[config.mk]
export PLATFORM = sky130hd
export DESIGN_NAME = assembly_source_tokenizer_flat
export DESIGN_NICKNAME = d
export VERILOG_FILES = /design/src/rtl/core/ast_pkg.sv /design/src/rtl/core/ast_stream_if.sv /design/src/rtl/core/assembly_source_tokenizer.sv /design/src/rtl/core/ast_kw_match.sv /design/src/flat_wrapper.sv
export SDC_FILE = /design/constraint.sdc
export NUM_CORES = 1
export LEC_CHECK = 0
export BUFFER_PORTS_ARGS = -buffer_cell sky130_fd_sc_hd__buf_2
export CAP_MARGIN = 20
export CELL_PAD_IN_SITES_DETAIL_PLACEMENT = 0
export CELL_PAD_IN_SITES_GLOBAL_PLACEMENT = 2
export CORE_MARGIN = 1.5
export CORE_UTILIZATION = 45
export CTS_CLUSTER_DIAMETER = 100
export DETAILED_ROUTE_END_ITERATION = 8
export PLACE_DENSITY = 0.86
export SLEW_MARGIN = 15
export SYNTH_ARGS = -nofsm -noshare
export SYNTH_HDL_FRONTEND = slang
export SYNTH_SLANG_ARGS = --single-unit
[constraint.sdc]
create_clock -name clk_i -period 17.8 [get_ports clk_i]
set_input_delay 5.34 -clock clk_i [delete_from_list [all_inputs] [get_ports clk_i]]
set_output_delay 5.34 -clock clk_i [all_outputs]
set_load 0.05 [all_outputs]
[src/rtl/core/ast_pkg.sv]
package ast_pkg;

  localparam int unsigned MaxKwLen   = 10;
  localparam int unsigned OffBits    = 24;
  localparam int unsigned LineBits   = 16;
  localparam int unsigned LenBits    = 16;
  localparam int unsigned NumKw      = 35;
  localparam int unsigned KwIdxBits  = 6;
  localparam int unsigned KindBits   = 4;
  localparam int unsigned KwLenBits  = $clog2(MaxKwLen + 1);

  typedef enum logic [3:0] {
    M_IDLE     = 4'd0,
    M_COMMENT  = 4'd1,
    M_HASH     = 4'd2,
    M_WORD     = 4'd3,
    M_NUMBER   = 4'd4,
    M_NUMDOT   = 4'd5,
    M_FRACTION = 4'd6,
    M_REG      = 4'd7,
    M_LABEL    = 4'd8,
    M_STRING   = 4'd9
  } mode_e;

  typedef enum logic [KindBits-1:0] {
    K_END     = 4'd0,
    K_WORD    = 4'd1,
    K_KEYWORD = 4'd2,
    K_NUMBER  = 4'd3,
    K_REGISTER= 4'd4,
    K_LABEL   = 4'd5,
    K_COMMA   = 4'd6,
    K_STRING  = 4'd7,
    K_ERROR   = 4'd8
  } kind_e;

  localparam logic [7:0] ChHash  = 8'h23;
  localparam logic [7:0] ChColon = 8'h3a;
  localparam logic [7:0] ChComma = 8'h2c;
  localparam logic [7:0] ChDot   = 8'h2e;
  localparam logic [7:0] ChLf    = 8'h0a;
  localparam logic [7:0] ChCr    = 8'h0d;
  localparam logic [7:0] ChTab   = 8'h09;
  localparam logic [7:0] ChSpace = 8'h20;
  localparam logic [7:0] ChQuote = 8'h22;

  typedef logic [MaxKwLen*8-1:0] kw_text_t;

  typedef struct packed {
    kind_e                 kind;
    logic [KwIdxBits-1:0]  kw;
    logic [OffBits-1:0]    start;
    logic [LenBits-1:0]    len;
    logic [LineBits-1:0]   line;
    logic                  last;
  } token_t;

  // Input item: one source byte plus the end-of-source flag.
  typedef struct packed {
    logic [7:0] char_in;
    logic       source_end;
  } src_item_t;

  // Result item as it appears on the output channel.
  typedef struct packed {
    logic [KindBits-1:0]   token_kind;
    logic [KwIdxBits-1:0]  keyword_index;
    logic [OffBits-1:0]    start_offset;
    logic [LenBits-1:0]    token_length;
    logic [LineBits-1:0]   line_number;
    logic                  last_of_run;
  } tok_item_t;

  // Keyword text as a string literal: first character in the highest used byte.
  function automatic kw_text_t kw_text(input int unsigned i);
    logic [8*MaxKwLen-1:0] s;
    s = '0;
    case (i)
      0:  s = "nop";        1:  s = "exit";      2:  s = "peek";
      3:  s = "poke";       4:  s = "memcpy";    5:  s = "goto";
      6:  s = "jmpz";       7:  s = "jmpnz";     8:  s = "pop";
      9:  s = "ret";        10: s = "call";      11: s = "push";
      12: s = "or";         13: s = "xor";       14: s = "add";
      15: s = "sub";        16: s = "mul";       17: s = "div";
      18: s = "inc";        19: s = "dec";       20: s = "and";
      21: s = "lft";        22: s = "rgt";       23: s = "not";
      24: s = "store";      25: s = "random";    26: s = {"print_", "int"};
      27: s = "int2string"; 28: s = "concat";    29: s = "system";
      30: s = {"print_", "str"};  31: s = "string2int";  32: s = "cmp";
      33: s = {"is_", "string"};  34: s = {"is_", "integer"};
      default: s = '0;
    endcase
    return s;
  endfunction

  function automatic logic [KwLenBits-1:0] kw_len(input int unsigned i);
    kw_text_t             s;
    logic [KwLenBits-1:0] l;
    s = kw_text(i);
    l = '0;
    for (int b = 0; b < MaxKwLen; b++) begin
      if (s[8*b +: 8] != 8'h00) l = KwLenBits'(b + 1);
    end
    return l;
  endfunction

  // Reverse a string literal so character 0 lands in the low byte.
  function automatic kw_text_t kw_le(input int unsigned i);
    kw_text_t s;
    kw_text_t r;
    int unsigned n;
    s = kw_text(i);
    n = 32'(kw_len(i));
    r = '0;
    for (int b = 0; b < MaxKwLen; b++) begin
      if (b < n) r[8*b +: 8] = s[8*(n-1-b) +: 8];
    end
    return r;
  endfunction

endpackage

[src/rtl/core/ast_stream_if.sv]
interface ast_stream_if #(parameter type T = logic);
  logic valid;
  logic ready;
  T     data;
  modport source (output valid, output data, input ready);
  modport sink   (input valid, input data, output ready);
endinterface

[src/rtl/core/assembly_source_tokenizer.sv]
// Assembly source tokenizer.
// in_i  : one source byte per item (char_in, source_end). source_end flushes the
//         pending token, adds an end token and restarts offsets and lines.
// out_o : tokens (kind, keyword index, start, length, line, last_of_run).
// One byte gives zero to three tokens. The byte is scanned in the accept
// cycle and its tokens are loaded into a four-entry result register; they
// leave one per cycle while the receiver is ready, from the following cycle on.
// Throughput: one byte per cycle while each byte gives at most one token
// and the receiver is ready; a byte that gives more tokens holds the input
// until only its last token is left, because the result register drains one token per cycle.
// Input is taken whenever the result register will be empty after this
// cycle, so a byte is accepted while the last token still goes out.
// Reset: scanner idle, offset and line count zero, no tokens pending.
// Receiver stall: tokens stay put, and the input stops while any token
// waits that does not leave in this cycle.
// The keyword table compare sits in ast_kw_match.
module assembly_source_tokenizer (
  input  logic clk_i,
  input  logic rst_ni,
  ast_stream_if.sink   in_i,
  ast_stream_if.source out_o
);
  localparam int unsigned OB = ast_pkg::OffBits;
  localparam int unsigned LB = ast_pkg::LineBits;
  localparam int unsigned NB = ast_pkg::LenBits;
  localparam int unsigned KL = ast_pkg::MaxKwLen;

  ast_pkg::mode_e      mode_q, mode_d;
  logic [OB-1:0]       start_q, start_d, pos_q, pos_d;
  logic [NB-1:0]       len_q, len_d;
  logic [LB-1:0]       line_q, line_d;
  logic [KL*8-1:0]     wbuf_q, wbuf_d;
  logic                ovl_q, ovl_d;

  ast_pkg::token_t     tok_q [4];
  ast_pkg::token_t     tok_d [4];
  logic [2:0]          cnt_q, cnt_d;
  logic [1:0]          rd_q, rd_d;

  logic [7:0]          c;
  logic                fire, pop;
  logic [ast_pkg::KwIdxBits-1:0] kw;
  ast_pkg::token_t     nt [4];
  logic [2:0]          n;

  assign c     = in_i.data.char_in;
  assign pop   = out_o.valid && out_o.ready;
  assign in_i.ready = (cnt_q == 3'd0) || (cnt_q == 3'd1 && out_o.ready);
  assign fire  = in_i.valid && in_i.ready;
  assign out_o.valid = cnt_q != 3'd0;

  ast_kw_match u_kw (.word_i(wbuf_q), .len_i(len_q), .overlong_i(ovl_q), .kw_o(kw));

  function automatic logic is_let(input logic [7:0] x);
    return (x >= 8'h61 && x <= 8'h7a) || (x >= 8'h41 && x <= 8'h5a) || x == 8'h5f;
  endfunction
  function automatic logic is_dig(input logic [7:0] x);
    return x >= 8'h30 && x <= 8'h39;
  endfunction

  always_comb begin
    logic again;
    logic [NB:0] ls;
    logic [OB:0] es;
    mode_d = mode_q; start_d = start_q; pos_d = pos_q; len_d = len_q;
    line_d = line_q; wbuf_d = wbuf_q; ovl_d = ovl_q;
    again = 1'b0; n = '0; ls = '0; es = '0;
    for (int k = 0; k < 4; k++) begin
      nt[k] = '{kind: ast_pkg::K_END, kw: '0, start: '0, len: '0, line: '0, last: 1'b0};
    end
    // Pending-token flush, shared by end of source and by terminated tokens.
    if (in_i.data.source_end) again = 1'b1;
    else begin
      unique case (mode_q)
        ast_pkg::M_COMMENT:
          if (c == ast_pkg::ChLf) begin
            if (line_d != '1) line_d = line_d + 1'b1;
            mode_d = ast_pkg::M_IDLE;
          end
        ast_pkg::M_HASH:
          if (is_dig(c)) begin
            if (len_d != '1) len_d = len_d + 1'b1;
            mode_d = ast_pkg::M_REG;
          end else if (c == ast_pkg::ChLf) begin
            if (line_d != '1) line_d = line_d + 1'b1;
            mode_d = ast_pkg::M_IDLE;
          end else mode_d = ast_pkg::M_COMMENT;
        ast_pkg::M_WORD:
          if (is_let(c) || is_dig(c)) begin
            if (len_q < NB'(KL)) begin
              for (int b = 0; b < KL; b++) begin
                if (len_q == NB'(b)) wbuf_d[8*b +: 8] = c;
              end
            end else ovl_d = 1'b1;
            if (len_d != '1) len_d = len_d + 1'b1;
          end else again = 1'b1;
        ast_pkg::M_NUMBER:
          if (is_dig(c)) begin
            if (len_d != '1) len_d = len_d + 1'b1;
          end else if (c == ast_pkg::ChDot) mode_d = ast_pkg::M_NUMDOT;
          else again = 1'b1;
        ast_pkg::M_NUMDOT:
          if (is_dig(c)) begin
            ls = {1'b0, len_q} + (NB+1)'(2);
            len_d = ls[NB] ? '1 : ls[NB-1:0];
            mode_d = ast_pkg::M_FRACTION;
          end else again = 1'b1;
        ast_pkg::M_FRACTION, ast_pkg::M_REG:
          if (is_dig(c)) begin
            if (len_d != '1) len_d = len_d + 1'b1;
          end else again = 1'b1;
        ast_pkg::M_LABEL:
          if (is_let(c) || is_dig(c)) begin
            if (len_d != '1) len_d = len_d + 1'b1;
          end else again = 1'b1;
        ast_pkg::M_STRING: begin
          if (len_d != '1) len_d = len_d + 1'b1;
          if (c == ast_pkg::ChQuote) begin
            nt[0] = '{kind: ast_pkg::K_STRING, kw: '0, start: start_q, len: len_d,
                      line: line_q, last: 1'b0};
            n = 3'd1;
            mode_d = ast_pkg::M_IDLE;
          end else if (c == ast_pkg::ChLf) begin
            if (line_d != '1) line_d = line_d + 1'b1;
          end
        end
        default: mode_d = ast_pkg::M_IDLE;
      endcase
    end
    if (again) begin
      es = {1'b0, start_q} + (OB+1)'(len_q);
      unique case (mode_q)
        ast_pkg::M_WORD: begin
          nt[0] = '{kind: (kw != '0) ? ast_pkg::K_KEYWORD : ast_pkg::K_WORD, kw: kw,
                    start: start_q, len: len_q, line: line_q, last: 1'b0};
          n = 3'd1;
        end
        ast_pkg::M_NUMBER, ast_pkg::M_FRACTION: begin
          nt[0] = '{kind: ast_pkg::K_NUMBER, kw: '0, start: start_q, len: len_q,
                    line: line_q, last: 1'b0};
          n = 3'd1;
        end
        ast_pkg::M_NUMDOT: begin
          nt[0] = '{kind: ast_pkg::K_NUMBER, kw: '0, start: start_q, len: len_q,
                    line: line_q, last: 1'b0};
          nt[1] = '{kind: ast_pkg::K_ERROR, kw: '0,
                    start: es[OB] ? '1 : es[OB-1:0], len: NB'(1), line: line_q, last: 1'b0};
          n = 3'd2;
        end
        ast_pkg::M_REG: begin
          nt[0] = '{kind: ast_pkg::K_REGISTER, kw: '0, start: start_q, len: len_q,
                    line: line_q, last: 1'b0};
          n = 3'd1;
        end
        ast_pkg::M_LABEL: begin
          nt[0] = '{kind: ast_pkg::K_LABEL, kw: '0, start: start_q, len: len_q,
                    line: line_q, last: 1'b0};
          n = 3'd1;
        end
        ast_pkg::M_STRING: begin
          nt[0] = '{kind: ast_pkg::K_STRING, kw: '0, start: start_q, len: len_q,
                    line: line_q, last: 1'b0};
          n = 3'd1;
        end
        default: ;
      endcase
      mode_d = ast_pkg::M_IDLE;
    end
    if (in_i.data.source_end) begin
      nt[n[1:0]] = '{kind: ast_pkg::K_END, kw: '0, start: pos_q, len: '0,
                     line: line_q, last: 1'b0};
      n = n + 3'd1;
      mode_d = ast_pkg::M_IDLE; pos_d = '0; line_d = '0;
    end else begin
      // Idle handling of the byte, first-byte of a token or a one-byte token.
      if (mode_q == ast_pkg::M_IDLE || again) begin
        if (c == ast_pkg::ChSpace || c == ast_pkg::ChTab || c == ast_pkg::ChCr) begin
        end else if (c == ast_pkg::ChLf) begin
          if (line_d != '1) line_d = line_d + 1'b1;
        end else if (c == ast_pkg::ChHash || is_let(c) || is_dig(c) ||
                     c == ast_pkg::ChColon || c == ast_pkg::ChQuote) begin
          start_d = pos_q; len_d = NB'(1);
          if (c == ast_pkg::ChHash) mode_d = ast_pkg::M_HASH;
          else if (is_let(c)) begin
            mode_d = ast_pkg::M_WORD; wbuf_d[7:0] = c; ovl_d = 1'b0;
          end else if (is_dig(c)) mode_d = ast_pkg::M_NUMBER;
          else if (c == ast_pkg::ChColon) mode_d = ast_pkg::M_LABEL;
          else mode_d = ast_pkg::M_STRING;
        end else begin
          nt[n[1:0]] = '{kind: (c == ast_pkg::ChComma) ? ast_pkg::K_COMMA : ast_pkg::K_ERROR,
                         kw: '0, start: pos_q, len: NB'(1), line: line_q, last: 1'b0};
          n = n + 3'd1;
        end
      end
      if (pos_q != '1) pos_d = pos_q + 1'b1;
    end
    // Tokens carry the line count from before this byte; mark the final one.
    for (int k = 0; k < 4; k++) begin
      nt[k].last = (3'(k) == n - 3'd1);
    end
  end

  // Result register: loaded on accept, drained one token per cycle while the receiver is ready.
  always_comb begin
    cnt_d = cnt_q; rd_d = rd_q;
    for (int k = 0; k < 4; k++) tok_d[k] = tok_q[k];
    if (pop) begin
      cnt_d = cnt_q - 3'd1; rd_d = rd_q + 2'd1;
    end
    if (fire) begin
      for (int k = 0; k < 4; k++) tok_d[k] = nt[k];
      cnt_d = n; rd_d = '0;
    end
  end

  assign out_o.data.token_kind    = tok_q[rd_q].kind;
  assign out_o.data.keyword_index = tok_q[rd_q].kw;
  assign out_o.data.start_offset  = tok_q[rd_q].start;
  assign out_o.data.token_length  = tok_q[rd_q].len;
  assign out_o.data.line_number   = tok_q[rd_q].line;
  assign out_o.data.last_of_run   = tok_q[rd_q].last;

  always_ff @(posedge clk_i or negedge rst_ni) begin
    if (!rst_ni) begin
      mode_q <= ast_pkg::M_IDLE; start_q <= '0; pos_q <= '0; len_q <= '0;
      line_q <= '0; ovl_q <= 1'b0; cnt_q <= '0; rd_q <= '0;
    end else begin
      cnt_q <= cnt_d; rd_q <= rd_d;
      if (fire) begin
        mode_q <= mode_d; start_q <= start_d; pos_q <= pos_d; len_q <= len_d;
        line_q <= line_d; ovl_q <= ovl_d;
      end
    end
  end

  always_ff @(posedge clk_i) begin
    if (fire) wbuf_q <= wbuf_d;
    for (int k = 0; k < 4; k++) tok_q[k] <= tok_d[k];
  end

`ifndef SYNTHESIS
  a_cnt_max: assert property (@(posedge clk_i) disable iff (!rst_ni) cnt_q <= 3'd4)
    else $error("token count overflow");
  a_no_accept_busy: assert property (@(posedge clk_i) disable iff (!rst_ni)
    cnt_q > 3'd1 |-> !in_i.ready) else $error("accept while tokens wait");
  a_last: assert property (@(posedge clk_i) disable iff (!rst_ni)
    (out_o.valid && cnt_q == 3'd1) |-> out_o.data.last_of_run)
    else $error("final token not marked");
  a_end_reset: assert property (@(posedge clk_i) disable iff (!rst_ni)
    (fire && in_i.data.source_end) |=> (pos_q == '0 && mode_q == ast_pkg::M_IDLE))
    else $error("end did not restart");
`endif
endmodule

[src/rtl/core/ast_kw_match.sv]
module ast_kw_match (
  input  logic [ast_pkg::MaxKwLen*8-1:0]  word_i,
  input  logic [ast_pkg::LenBits-1:0]     len_i,
  input  logic                            overlong_i,
  output logic [ast_pkg::KwIdxBits-1:0]   kw_o
);
  logic [ast_pkg::MaxKwLen*8-1:0] mask;
  always_comb begin
    kw_o = '0;
    mask = '0;
    for (int b = 0; b < ast_pkg::MaxKwLen; b++) begin
      if (len_i > ast_pkg::LenBits'(b)) mask[8*b +: 8] = 8'hff;
    end
    if (!overlong_i && len_i <= ast_pkg::LenBits'(ast_pkg::MaxKwLen)) begin
      for (int i = ast_pkg::NumKw - 1; i >= 0; i--) begin
        if (len_i == ast_pkg::LenBits'(ast_pkg::kw_len(i)) &&
            (word_i & mask) == ast_pkg::kw_le(i)) begin
          kw_o = ast_pkg::KwIdxBits'(i + 1);
        end
      end
    end
  end
endmodule

[src/flat_wrapper.sv]
// flat-port wrapper written by rule: the top's interface ports become plain ports
module assembly_source_tokenizer_flat 
  (clk_i, rst_ni, in_i_valid, in_i_data, in_i_ready, out_o_valid, out_o_data, out_o_ready);
  ast_stream_if #(.T(ast_pkg::src_item_t)) in_i_i ();
  ast_stream_if #(.T(ast_pkg::tok_item_t)) out_o_i ();
  input  logic clk_i;
  input  logic rst_ni;
  input wire logic [$bits(in_i_i.valid)-1:0] in_i_valid;
  input wire logic [$bits(in_i_i.data)-1:0] in_i_data;
  output wire logic [$bits(in_i_i.ready)-1:0] in_i_ready;
  output wire logic [$bits(out_o_i.valid)-1:0] out_o_valid;
  output wire logic [$bits(out_o_i.data)-1:0] out_o_data;
  input wire logic [$bits(out_o_i.ready)-1:0] out_o_ready;
  assign in_i_i.valid = in_i_valid;
  assign in_i_i.data = in_i_data;
  assign in_i_ready = in_i_i.ready;
  assign out_o_valid = out_o_i.valid;
  assign out_o_data = out_o_i.data;
  assign out_o_i.ready = out_o_ready;
  assembly_source_tokenizer u_core (.clk_i(clk_i), .rst_ni(rst_ni), .in_i(in_i_i), .out_o(out_o_i));
endmodule
## Word-level counts from Yosys, hierarchy flattened

Memory sizes are Yosys's and may differ from the RTL's.
Index checks and enable logic that the tools add are counted.

- Shift operators: 350
- Reduce and logical (&&, ||, !) cells: 430
- Add/sub/neg operators: 360
- Order comparisons: 370
- Equal/unequal tests: 107
- Multiplexer cells: 1271
- Bitwise gates (word level): 5

Operators by type and width:

| kind | number |
|---|---|
| $shiftx A80 B33 Y8 | 350 |
| $mux W8 | 722 |
| $sub A29 B3 Y29 const B | 140 |
| $eq A80 B80 Y1 | 35 |
| $mux W80 | 35 |
| $reduce_bool A8 Y1 | 350 |
| $sub A29 B2 Y29 const B | 70 |
| $mux W268 | 6 |
| $mux W4 | 365 |
| $sub A29 B1 Y29 const B | 35 |
| $sub A29 B4 Y29 const B | 35 |
| $eq A16 B4 Y1 | 35 |
| $lt A3 B4 Y1 const A | 140 |
| $bwmux W268 | 2 |
| $mux W16 | 21 |
| $pmux W67 S5 | 1 |
| $lt A1 B4 Y1 const A | 70 |
| $lt A2 B4 Y1 const A | 70 |
| $lt A4 B4 Y1 const A | 70 |
| $mux W67 | 4 |
| $mux W6 | 36 |
| $sub A5 B5 Y6 const B | 35 |
| $sub A4 B1 Y5 const B | 35 |
| $demux W67 S2 | 1 |
| other kinds (65) | 230 |

- RAM bits: 268
- Input port bits: 13
- Memories: 1
- Flip-flop bits (word level): 170
- Word-level logic and storage cells: 2912

Memory list:

| name | depth | bits a word | read ports | clocked after memory_dff | wr ports | line | RTL |
|---|---|---|---|---|---|---|---|
| u_core.tok_q | 4 | 67 | 1 | 0 | 4 | assembly_source_tokenizer.sv:35 | `ast_pkg::token_t tok_q [4];` |

## Logic depth before layout (Yosys ltp)

- Word-level depth: 69
- Gate-level depth with buffers: 16

## By module

A second synthesis with hierarchy kept.

- Cells, all modules: 2035
- Area, all modules: 21384.3 um^2

By module, submodules not included:

| module | area an instance (um^2) | instances | cells each |
|---|---|---|---|
| assembly_source_tokenizer | 19089.6 | 1 | 1681 |
| ast_kw_match | 2294.7 | 1 | 354 |

## Worst setup path before layout

Ideal clock, no wire load.

- Kind: input-to-reg
- Start point: input port out_o_ready
- End point: register u_core.pos_q[12]
- Library setup time: 179 ps
- Data required time: 17621 ps
- Path slack: 4656 ps
- Arrival: 12965 ps
- Path buffers: 1
- Stages: 7
- Cell sequence: a21oi_1 -> nor2_1 -> nand2_2 -> inv_1 -> clkbuf_1 -> a31oi_1 -> o22ai_1

- Cells in the longest elaborated chain, start to end: 4

Ends and longest elaborated chain:

| item | line | RTL |
|---|---|---|
| from (decl) | flat_wrapper.sv:13 | `input wire logic [$bits(out_o_i.ready)-1:0] out_o_ready;` |
| $logic_and A1 B1 Y1 | assembly_source_tokenizer.sv:48 | `assign in_i.ready = (cnt_q == 3'd0) \|\| (cnt_q == 3'd1 && out_o.ready);` |
| $logic_or A1 B1 Y1 | assembly_source_tokenizer.sv:48 |  |
| net in_i_ready | flat_wrapper.sv:10 | `output wire logic [$bits(in_i_i.ready)-1:0] in_i_ready;` |
| $logic_and A1 B1 Y1 | assembly_source_tokenizer.sv:49 | `assign fire = in_i.valid && in_i.ready;` |
| net u_core.fire | assembly_source_tokenizer.sv:41 | `logic fire, pop;` |
| $reduce_and A2 Y1 (no source line) | -- |  |
| to (signal assigned) | assembly_source_tokenizer.sv:230 | `mode_q <= mode_d; start_q <= start_d; pos_q <= pos_d; len_q <= len_d;` |
| to (decl) | assembly_source_tokenizer.sv:29 | `logic [OB-1:0] start_q, start_d, pos_q, pos_d;` |

The timed path passes the listed nets, and every way through them passes these cells.
A chain may end at the register's enable or synchronous reset.

## Worst setup path after layout

- Start point: input port out_o_ready
- End point: output port in_i_ready

- Cells in the longest elaborated chain, start to end: 2

Ends and longest elaborated chain:

| item | line |
|---|---|
| $logic_and A1 B1 Y1 | assembly_source_tokenizer.sv:48 |
| $logic_or A1 B1 Y1 | assembly_source_tokenizer.sv:48 |
| to (decl) | flat_wrapper.sv:10 |

Every way passes these cells.

==> summary.md <==
| Metric | Value |
|---|---|
| Status | `finished clean` |
| Synth top area cells | `edfxtp_1 (36%), dfrtp_1 (9.7%), mux4_2 (4.4%), nand2_1 (3.8%), and2_1 (3.2%)` |
| Synth Flop Type | `edfxtp_1` |
| Final Hold Vio Count | `0` |
| HP Start | `u_core.cnt_q[1]` |
| Row count | `82` |
| #FFs+latches synth | `369` |
| Cells on worst reg2reg path | `14` |
| Hold Path End | `u_core.cnt_q[1]` |
| Layout cell share with drive strength beyond 1 | `0.1499` |
| YS warnings | `0` |
| Vias | `19.74k` |
| Post-layout min period | `11.34 ns` |
| Post-DP HPWL | `slightly above 60 mm` |
| Final ANT Viol Nets | `0` |
| Register area share after synthesis | `0.4598` |
| Num Clock Sinks | `369` |
| Leak | `9.155 nW` |
| Cell count after synthesis | `about 2.3k` |
| CTS clk-pin slew, worst paths | `0.05 ns` |
| P&R area growth vs syn | `11.13%` |
| IO buf count | `a little over 80` |
| Worst Hold Class | `reg -> reg` |
| Fin. max-slew vios | `0` |
| Post-CTS Hold Fix Bufs | `0` |
| Root buffer cell | `clkbuf_16` |
| Clk_lat worst skew | `0.59 ns` |
| Synthesized Nets | `2380` |
| Critical path startpoint category | `input port` |
| Die height | `229.7 um` |
| Most frequent cells after synthesis | `edfxtp_1 (279), nand2_1 (232), nor2_1 (192)` |
| Wire length of the first global-routing pass | `122.6 mm` |
| Drt total wl | `81.79 mm` |
| Area of the core | `50480 sq um` |
| Gr usage total | `0.3081` |
| Yosys cell types | `107` |
| VDD IR max | `between 0.08 and 0.09 mV` |
| RR Endpoint | `u_core.tok_q[0][64]` |
| Largest net degree at the start of global routing | `around 100` |
| RD Place Congestion | `0.9590` |
| Starting DRT DRC Count | `2107` |
| Netlist Area Pre-Place | `23120 sq um` |
| Synth top area share | `0.3624` |
| WL/cell | `26.67 um` |
| CTS buffer count | `42` |
| Dpl cells | `between 2k and 3k` |
| NumNets Final | `2411` |
| Clock skew | `0.02266 ns` |
| Ports | `82` |
| Worst slack at placement | `roughly 6.5 ns` |
| Tot Pwr | `3.190 mW` |
| Most common cell in the netlist | `edfxtp_1` |
| Post-synth EDFFs | `279` |
| Post-cts repair resize count | `0` |
| Initial core utilization | `0.4580` |
| MaxCap Viol Count | `0` |
| Cell taking the most area after synthesis | `edfxtp_1` |
| Final setup fails | `0` |
| WS Path Type | `in -> out` |
| Part of the cycle the worst path needs | `0.6370` |
| Largest driver fanout on the critical path | `3` |
| Congestion Overflow GR | `0` |
| CP required | `~12 ns` |
| Clk buf depth | `3` |
| Worst setup EP type | `output port` |
| Cell area power density | `124.1 nW/um^2` |
| Antenna cells | `0` |
| Min-Delay Path Depth | `2` |
| Fillers | `4678` |
| Flop-to-flop setup slack | `12.26 ns` |
| RSZ-0062 raised after global routing | `no` |
| Initial antenna violation count | `0` |
| CTS H-tree depth | `2` |
| Final TNS setup | `0 ns` |
| Final Non-Filler Cells | `between 3k and 4k` |
| Worst Slack Setup Final | `6.462 ns` |
| DRT Pass-1 Iters | `5` |
| Die X | `229.7 um` |
| F_max | `0.08820 GHz` |
| Worst r2r src | `u_core.len_q[1]` |
| Rel. slew slack | `0.2640` |
| Via density | `6.437` |
| Syn avg cell area | `9.922 sq um` |
| Async S/R FF share, synth | `0.2439` |
| Vias in the first global route | `19.25k` |
| DRC viols | `0` |
| Clock tree from TritonCTS | `done` |
| Critical path data arrival time | `6.00 ns` |
| Post-Route Utilization | `0.5089` |
| Post-CTS setup buffers | `0` |
| Area of the die | `52740 sq um` |
| Slew at the pin closest to its max-slew limit | `1.094 ns` |
==> layer usage <==
layer / vias up / share of wire / GRT usage
met5: - / 0 / 0
met4: 0 / 0.027 / 0.09087
met3: 134 / 0.071 / 0.04464
met2: 870 / 0.46 / 0.4866
met1: 9861 / 0.44 / 0.4402
li1: 8876 / - / -
==> worst max-delay path by stage <==
stage / to / slack (ns) / start / depth (start not counted)
after floorplan: u_core.pos_q[12] / 4.66 / out_o_ready / 7
after global placement: in_i_ready / 6.47 / out_o_ready / 4
after detailed placement: in_i_ready / 6.47 / out_o_ready / 4
after CTS: in_i_ready / 6.47 / out_o_ready / 4
after global routing: in_i_ready / 6.37 / out_o_ready / 4
final: in_i_ready / 6.46 / out_o_ready / 4
==> critical path, cell delays in order <==
cell     delay [ns]
buf_2          0.11
a21oi_1        0.07
nor2_1         0.18
buf_2          0.30
==> through the flow <==
step,hold slack [ns],area [sq um]
finish,0.4951,25690
global route,0.5279,25690
CTS,0.4945,25660
detailed placement,0.4820,24190
global placement,0.4720,24180
floorplan,0.4559,23120
==> registers in the layout (all words and copies together) (netlist names), 2 cells and up <==
name,flops
u_core.rd_q,2
u_core.cnt_q,3
u_core.wbuf_q,80
u_core.start_q,24
u_core.len_q,16
u_core.tok_q,199
u_core.mode_q,4
u_core.line_q,16
u_core.pos_q,24
==> kinds of logic (layout without fill, tap and decap cells) <==
| family | after synthesis | after routing | synth area share |
|---|---|---|---|
| compound gates | 464 | 464 | 0.1338 |
| xor+xnor | 62 | 62 | 0.02349 |
| fa+ha+maj | 37 | 37 | 0.02035 |
| buf+inv | 183 | 248 | 0.03296 |
| flops | 369 | 369 | 0.4598 |
| mux | 87 | 87 | 0.06381 |
| simple gates | 1128 | 1128 | 0.2657 |
==> cells in the final DEF (no fill, tap or decap), types with 11 or more instances in the layout <==
cell and n:
a211oi_1 11, a21o_1 26, a21oi_1 79, a22oi_1 22
a31oi_1 17, and2_1 120, and3_1 33, buf_2 80
buf_4 51, clkbuf_16 42, clkinv_2 12, dfrtp_1 88
edfxtp_1 279, ha_1 36, inv_1 35, mux2_2 33
mux4_2 45, nand2_1 232, nand2b_1 25, nand3_1 97
nand3b_1 15, nand4_1 71, nor2_1 190, nor2b_1 62
nor3_1 68, nor3b_1 12, nor4_1 65, o21ai_0 150
or2_2 20, or3_1 12, or4_1 15, xnor2_1 23
xor2_1 39
==> cell type report <==
cell class / instances / area (sq um) / share of cell area
clock buffers: 49 / 1097 / 0.04271
well taps: 672 / 840.8 / 0.03273
clock inverters: 29 / 372.9 / 0.01451
inverters: 38 / 150.1 / 0.005844
repair buffers: 132 / 810.8 / 0.03156
flip-flops and latches: 369 / 10640 / 0.4140
multi-input cells: 1778 / 11780 / 0.4587
==> power breakdown <==
group | total, mW | switching [mW] | internal, mW
sequential | 1.16 | 0.0878 | 1.07
clock | 0.916 | 0.366 | 0.550
combinational | 1.11 | 0.807 | 0.308
total | 3.19 | 1.26 | 1.93
Power figures use the tool's default switching activity.
